File: config.mk
export PLATFORM = sky130hd
export DESIGN_NAME = gbd_ctrl
export DESIGN_NICKNAME = d
export VERILOG_FILES = /design/src/rtl/gbd_pkg.sv /design/src/rtl/gbd_ctrl.sv
export SDC_FILE = /design/constraint.sdc
export NUM_CORES = 1
export LEC_CHECK = 0
export BUFFER_PORTS_ARGS = -buffer_cell sky130_fd_sc_hd__buf_2
export CAP_MARGIN = 0
export CORE_ASPECT_RATIO = 0.9
export CORE_UTILIZATION = 40
export CTS_CLUSTER_DIAMETER = 150
export CTS_CLUSTER_SIZE = 12
export DETAILED_ROUTE_END_ITERATION = 16
export GPL_TIMING_DRIVEN = 0
export SLEW_MARGIN = 5
export SYNTH_ARGS = -nofsm -noshare
export SYNTH_HDL_FRONTEND = slang
export SYNTH_SLANG_ARGS = --single-unit
File: constraint.sdc
create_clock -name clk -period 5.27 [get_ports clk]
set_clock_uncertainty 0.1 [all_clocks]
set_input_delay 1.054 -clock clk [delete_from_list [all_inputs] [get_ports clk]]
set_output_delay 1.054 -clock clk [all_outputs]
set_load 0.01 [all_outputs]
File: src/rtl/gbd_pkg.sv
// shared types, widths and helpers for the gompertz birth-death step
`timescale 1ns / 1ps
package gbd_pkg;

  localparam int POP_W   = 24;
  localparam int COEF_W  = 24;
  localparam int TIME_W  = 32;
  localparam int GIDX_W  = 10;
  localparam int CNT_W   = 11;
  localparam int LOG_W   = 25;  // 5 integer bits, 20 fraction bits
  localparam int LND_W   = 26;
  localparam int NL_W    = 25;
  localparam int FX_W    = 48;
  localparam int BIRTH_W = 53;
  localparam int TOTAL_W = 54;
  localparam int DVD_W   = 41;
  localparam int POS_W   = 42;
  localparam int HI_W    = 55;
  localparam int CFG_IDX_W = 3;
  localparam int CFG_DAT_W = 32;

  localparam logic [31:0] LN2_Q32 = 32'd2977044472;
  localparam logic [GIDX_W-1:0] GP_MAX = 10'd1023;
  localparam logic [POP_W-1:0] POP_MAX = 24'hFFFFFF;
  localparam logic [TIME_W-1:0] TIME_MAX = 32'hFFFFFFFF;

  localparam logic [CFG_IDX_W-1:0] REG_DIV_COEF   = 3'd0;
  localparam logic [CFG_IDX_W-1:0] REG_DEATH_COEF = 3'd1;
  localparam logic [CFG_IDX_W-1:0] REG_CAPACITY   = 3'd2;
  localparam logic [CFG_IDX_W-1:0] REG_INIT_POP   = 3'd3;
  localparam logic [CFG_IDX_W-1:0] REG_GRID_STEP  = 3'd4;
  localparam logic [CFG_IDX_W-1:0] REG_GRID_PTS   = 3'd5;

  typedef enum logic [4:0] {
    CMD_NONE, CMD_LOAD, CMD_START, CMD_PREP, CMD_LOG_K, CMD_SAVE_LK, CMD_LOG_X,
    CMD_LNKX, CMD_BIRTH_LO, CMD_BIRTH_HI, CMD_TOTAL, CMD_ZINC, CMD_ZFIN, CMD_LOG_U,
    CMD_NL, CMD_DIV, CMD_TIME, CMD_GINC, CMD_PICK_LO, CMD_PICK_HI, CMD_APPLY, CMD_OUT
  } cmd_t;

  typedef struct packed {
    logic op;
    logic running;
    logic birth_path;
    logic total_zero;
    logic fill_more;
    logic grid_more;
    logic log_busy;
    logic div_busy;
    logic out_free;
  } status_t;

  // natural log from a q.20 log2 value
  function automatic logic [NL_W-1:0] ln_q20(input logic [LND_W-1:0] d);
    logic [LND_W+31:0] p;
    p = d * LN2_Q32;
    return p[NL_W+31:32];
  endfunction

endpackage

File: src/rtl/gbd_ctrl.sv
// controller: sequences one start or step request through the datapath
`timescale 1ns / 1ps
module gbd_ctrl import gbd_pkg::*; (
  input  logic    clk,
  input  logic    rst_n,
  input  logic    in_tvalid,
  output logic    in_tready,
  input  status_t status,
  output cmd_t    cmd
);

  typedef enum logic [4:0] {
    S_IDLE, S_DISP, S_LOGK, S_LOGKW, S_LOGX, S_LOGXW, S_BLO, S_BHI, S_TOTAL,
    S_ZFILL, S_LOGU, S_LOGUW, S_NL, S_DIV, S_DIVW, S_GRID, S_PHI, S_APPLY, S_OUT
  } state_t;

  state_t state_r, state_nxt;

  assign in_tready = (state_r == S_IDLE);

  always_comb begin
    state_nxt = state_r;
    cmd       = CMD_NONE;
    unique case (state_r)
      S_IDLE: begin
        if (in_tvalid) begin
          cmd       = CMD_LOAD;
          state_nxt = S_DISP;
        end
      end
      S_DISP: begin
        priority if (!status.op) begin
          cmd       = CMD_START;
          state_nxt = S_OUT;
        end else if (!status.running) begin
          state_nxt = S_OUT;
        end else begin
          cmd       = CMD_PREP;
          state_nxt = status.birth_path ? S_LOGK : S_TOTAL;
        end
      end
      S_LOGK: begin
        cmd       = CMD_LOG_K;
        state_nxt = S_LOGKW;
      end
      S_LOGKW: begin
        if (!status.log_busy) begin
          cmd       = CMD_SAVE_LK;
          state_nxt = S_LOGX;
        end
      end
      S_LOGX: begin
        cmd       = CMD_LOG_X;
        state_nxt = S_LOGXW;
      end
      S_LOGXW: begin
        if (!status.log_busy) begin
          cmd       = CMD_LNKX;
          state_nxt = S_BLO;
        end
      end
      S_BLO: begin
        cmd       = CMD_BIRTH_LO;
        state_nxt = S_BHI;
      end
      S_BHI: begin
        cmd       = CMD_BIRTH_HI;
        state_nxt = S_TOTAL;
      end
      S_TOTAL: begin
        cmd       = CMD_TOTAL;
        state_nxt = status.total_zero ? S_ZFILL : S_LOGU;
      end
      S_ZFILL: begin
        // no reaction can fire: report the rest of the grid
        if (status.fill_more) begin
          cmd = CMD_ZINC;
        end else begin
          cmd       = CMD_ZFIN;
          state_nxt = S_OUT;
        end
      end
      S_LOGU: begin
        cmd       = CMD_LOG_U;
        state_nxt = S_LOGUW;
      end
      S_LOGUW: begin
        if (!status.log_busy) begin
          cmd       = CMD_NL;
          state_nxt = S_DIV;
        end
      end
      S_DIV: begin
        cmd       = CMD_DIV;
        state_nxt = S_DIVW;
      end
      S_DIVW: begin
        if (!status.div_busy) begin
          cmd       = CMD_TIME;
          state_nxt = S_GRID;
        end
      end
      S_GRID: begin
        if (status.grid_more) begin
          cmd = CMD_GINC;
        end else begin
          cmd       = CMD_PICK_LO;
          state_nxt = S_PHI;
        end
      end
      S_PHI: begin
        cmd       = CMD_PICK_HI;
        state_nxt = S_APPLY;
      end
      S_APPLY: begin
        cmd       = CMD_APPLY;
        state_nxt = S_OUT;
      end
      S_OUT: begin
        if (status.out_free) begin
          cmd       = CMD_OUT;
          state_nxt = S_IDLE;
        end
      end
      default: state_nxt = S_IDLE;
    endcase
  end

  always_ff @(posedge clk) begin
    if (!rst_n) begin
      state_r <= S_IDLE;
    end else begin
      state_r <= state_nxt;
    end
  end

endmodule

==> results summary <==
The final max-slew violation count came out at 0. The number of port buffers came out at 17. In the layout the commonest cells are 24 x sky130_fd_sc_hd__buf_2, 11 x sky130_fd_sc_hd__o21ai_0, 8 x sky130_fd_sc_hd__nand3_1. The diode insertion count for antenna repair came out at 0.

The slew at the pin with the worst max-slew slack is 514 ps. 18 I/O pins were placed. The max-capacitance violation count came out at 0. The power density relative to cell area came out at between 400 and 500 nW/um2. Setup repair after global routing left no endpoint under its margin. The final setup TNS is 0 ps. The clock input transition at the sequential cells of the worst setup and hold paths is 40 ps. Ranked by flip-flop count, first place goes to state_r. The maximum buffer depth of the clock tree is 2. The wire length after detailed routing is 2670 um. Routability-driven placement finished with a final weighted congestion of 0.859.

The data arrival time at the worst-slack endpoint is 2220 ps. The area taken by flip-flops and latches came out at 100 um2. The post-route worst setup slack is 1900 ps.

The number of hold violations in the final report came to 0. The critical path class is input port to output port. The total congestion overflow after global routing is 0. In the synthesized netlist the dominant register cell turns out to be sky130_fd_sc_hd__dfxtp_1. In the final layout, the share of cells above drive strength 1 is 0.259.

Leaving out fill and tap cells, the most frequent cell in the layout is sky130_fd_sc_hd__buf_2. The part of the cycle the worst path needs came out at 0.640. The register with the most flip-flops in the layout has 5 of them. The proportion of power drawn by the clock network is 0.094.

The highest fanout seen on the critical path is 2. The share of total power in combinational logic came out at 0.782. The cell depth of the worst min-delay path is 3. The detailed router finished its first iteration with between 50 and 60 violations. In the post-synthesis netlist, the biggest area contributors are sky130_fd_sc_hd__dfxtp_1 11%, sky130_fd_sc_hd__o21ai_0 6.3%, sky130_fd_sc_hd__nand3_1 4.6%. The tree is rooted in a sky130_fd_sc_hd__clkbuf_4. The number of iterations in the first detailed-routing pass came out at 4. CTS built an H-tree with a depth of 1.

The number of global-route vias before repair came out at 875. The number of antenna violations at the first check in global routing is 0. The residual DRC count came out at 0. The effective utilization at floorplan is 0.442. The number of setup buffers added after CTS is 0.

Post-CTS repair changed the size of 0 cells. The capturing element type of the critical path is an output port. VDD sags by at most 249 uV.

Of all flip-flops after synthesis, the portion carrying an async set or reset was 0. The tree built by TritonCTS fans out to 5 sinks. The post-detailed-placement cell area is 996 um2.

Headroom to the max-slew limit came out at 0.657. The post-synthesis instance total is about 130. The global-route usage over all layers came out at 0.234. The number of buffers inserted for hold repair after clock tree synthesis came out at 0. The core outline area came out at just under 2000 um2.

The largest registers in the layout are state_r: 5 flops. When the netlist entered floorplanning its net count stood at 138. The maximum number of pins on one net before global-route repair is 11. The path class of the tightest hold or removal check is flip-flop to flip-flop. For the worst-skew pair, the clock arrives at the later sink with an insertion delay of around 240 ps. The number of fillers in the final layout came out at 217.

The total non-filler cell area in the finished layout is roughly 1000 um2. Counting the buffers created by CTS gives 3. The shortest period the worst path allows came out at 3370 ps. The critical path startpoint category is an input port. Of all cell types, the one taking the most synthesized area is sky130_fd_sc_hd__dfxtp_1. The detail-routed via count per cell is 6.28. The row count is 15. The vertical extent of the die came out at 46.5 um. The internal portion of total power came out at around 0.00023 W.

The number of distinct standard cells referenced by the synthesized netlist is 51. The fraction of the core area covered by cells at the end of the flow came out at 0.514. The number of nets still failing antenna checks after routing is 0. The cell area that synthesis handed to floorplanning was 880 um2. The hold slack is 693 ps. Counting cells, the worst reg-to-reg path comes to 5. Summed over all nets, the switching power comes to 0.000244 W.

The share of the synthesized area in the top cell type came out at 0.114. During synthesis, Yosys emitted a total of 0 warnings. The share of the yosys chip area belonging to registers is 0.114.

The first-pass GRT wire length came out at 4150 um. The static leakage is about 0.44 nW. The endpoint required time on the critical path came out at 4120 ps. The via count is between 1000 and 1500. TritonCTS built the clock tree. The area enclosed by the die boundary came out at 2390 um2. The final-stage net count came out at between 150 and 200. Timing would allow up to 296 MHz. The number of endpoints failing setup at the final stage came out at 0. Of the total power, the share spent switching nets is 0.519.

The overall die width came out at 51.4 um. After detailed routing, the average wire length per cell comes to 15.5 um. The number of flip-flops and latches in the synthesized netlist came out at 5. The multi-input gate area in the final layout came out at 699 um2. The wire-length estimate of the detail-placed layout is 2000 um. At the placement stage, the worst setup path has a slack of 1900 ps. The average cell area after synthesis is 6.98 um2. The run finished with clean final reports.

The relative contribution of sequential cells to total power is 0.124. Counting flops with a built-in enable in the synthesized netlist gives 0. The area growth from synthesis to layout is 16.2%.
==> metrics by stage <==
| stage | std cells | power [W] |
|---|---|---|
| after floorplan | 126 | 0.000327 |
| after global placement | 168 | 0.000422 |
| after detailed placement | 168 | 0.000418 |
| after CTS | 172 | 0.000463 |
| after global routing | 172 | 0.000508 |
| final | 172 | 0.000470 |
==> logic make-up (layout without fill, tap and decap cells) <==
kind of cell    after synthesis  after routing  synth area share
compound gates               44             44             0.354
buf+inv                      16             37            0.0910
flops                         5              5             0.114
xor+xnor                      3              3            0.0299
simple gates                 58             58             0.411
==> metal layers <==
layer / vias to the layer above / GRT usage / wire, um
met1: 490 / 0.335 / 1180
met3: 4 / 0.0495 / 274
met2: 68 / 0.353 / 1170
li1: 518 / - / -
met4: 0 / 0.0595 / 41
met5: - / 0 / 0
==> Yosys cell counts (2+ instances only) <==
cell type,number
sky130_fd_sc_hd__o21ai_1,2
sky130_fd_sc_hd__o21ai_0,11
sky130_fd_sc_hd__and3b_1,2
sky130_fd_sc_hd__nor3_1,6
sky130_fd_sc_hd__a21o_1,2
sky130_fd_sc_hd__nor2b_1,5
sky130_fd_sc_hd__nand2_1,7
sky130_fd_sc_hd__nor2_1,7
sky130_fd_sc_hd__a31oi_1,2
sky130_fd_sc_hd__o22ai_1,3
sky130_fd_sc_hd__inv_1,4
sky130_fd_sc_hd__nand4_1,2
sky130_fd_sc_hd__buf_4,3
sky130_fd_sc_hd__nand2b_1,6
sky130_fd_sc_hd__buf_2,7
sky130_fd_sc_hd__a21oi_1,5
sky130_fd_sc_hd__o21a_1,2
sky130_fd_sc_hd__xnor2_1,3
sky130_fd_sc_hd__nand3_1,8
sky130_fd_sc_hd__and2_1,2
sky130_fd_sc_hd__a21boi_1,2
sky130_fd_sc_hd__and3_1,2
sky130_fd_sc_hd__dfxtp_1,5
==> power groups by stage <==
stage | clock network [W] | logic, W | registers (W)
6_report | 0.0000440 | 0.000368 | 0.0000582
5_1_grt | 0.0000481 | 0.000400 | 0.0000603
4_1_cts | 0.0000454 | 0.000360 | 0.0000578
3_5_place_dp | 0 | 0.000360 | 0.0000584
3_3_place_gp | 0 | 0.000362 | 0.0000591
2_1_floorplan | 0 | 0.000272 | 0.0000554
==> final timing paths <==
kind,to,start,slack (ps)
min reg2reg,state_r[4]$_SDFFE_PN0P_,state_r[3]$_SDFFE_PN0P_,690
max,cmd[1],status[4],1900
min,state_r[4]$_SDFFE_PN0P_,state_r[3]$_SDFFE_PN0P_,690
max reg2reg,state_r[3]$_SDFFE_PN0P_,state_r[4]$_SDFFE_PN0P_,3390
==> critical path, stage by stage <==
cell	delay, ps
sky130_fd_sc_hd__buf_2	110
sky130_fd_sc_hd__nand3_1	140
sky130_fd_sc_hd__nor2_1	60
sky130_fd_sc_hd__o21a_1	180
sky130_fd_sc_hd__or4_1	530
sky130_fd_sc_hd__buf_2	160
==> area by class of cell <==
type                       instances  share of cell area
multi-input combinational        105               0.684
timing repair buffer              17              0.0832
buffer                            11              0.0600
sequential                         5              0.0979
inverter                           5              0.0184
tap                               25              0.0306
clock buffer                       4              0.0257
(Power assumes the default switching activity.)
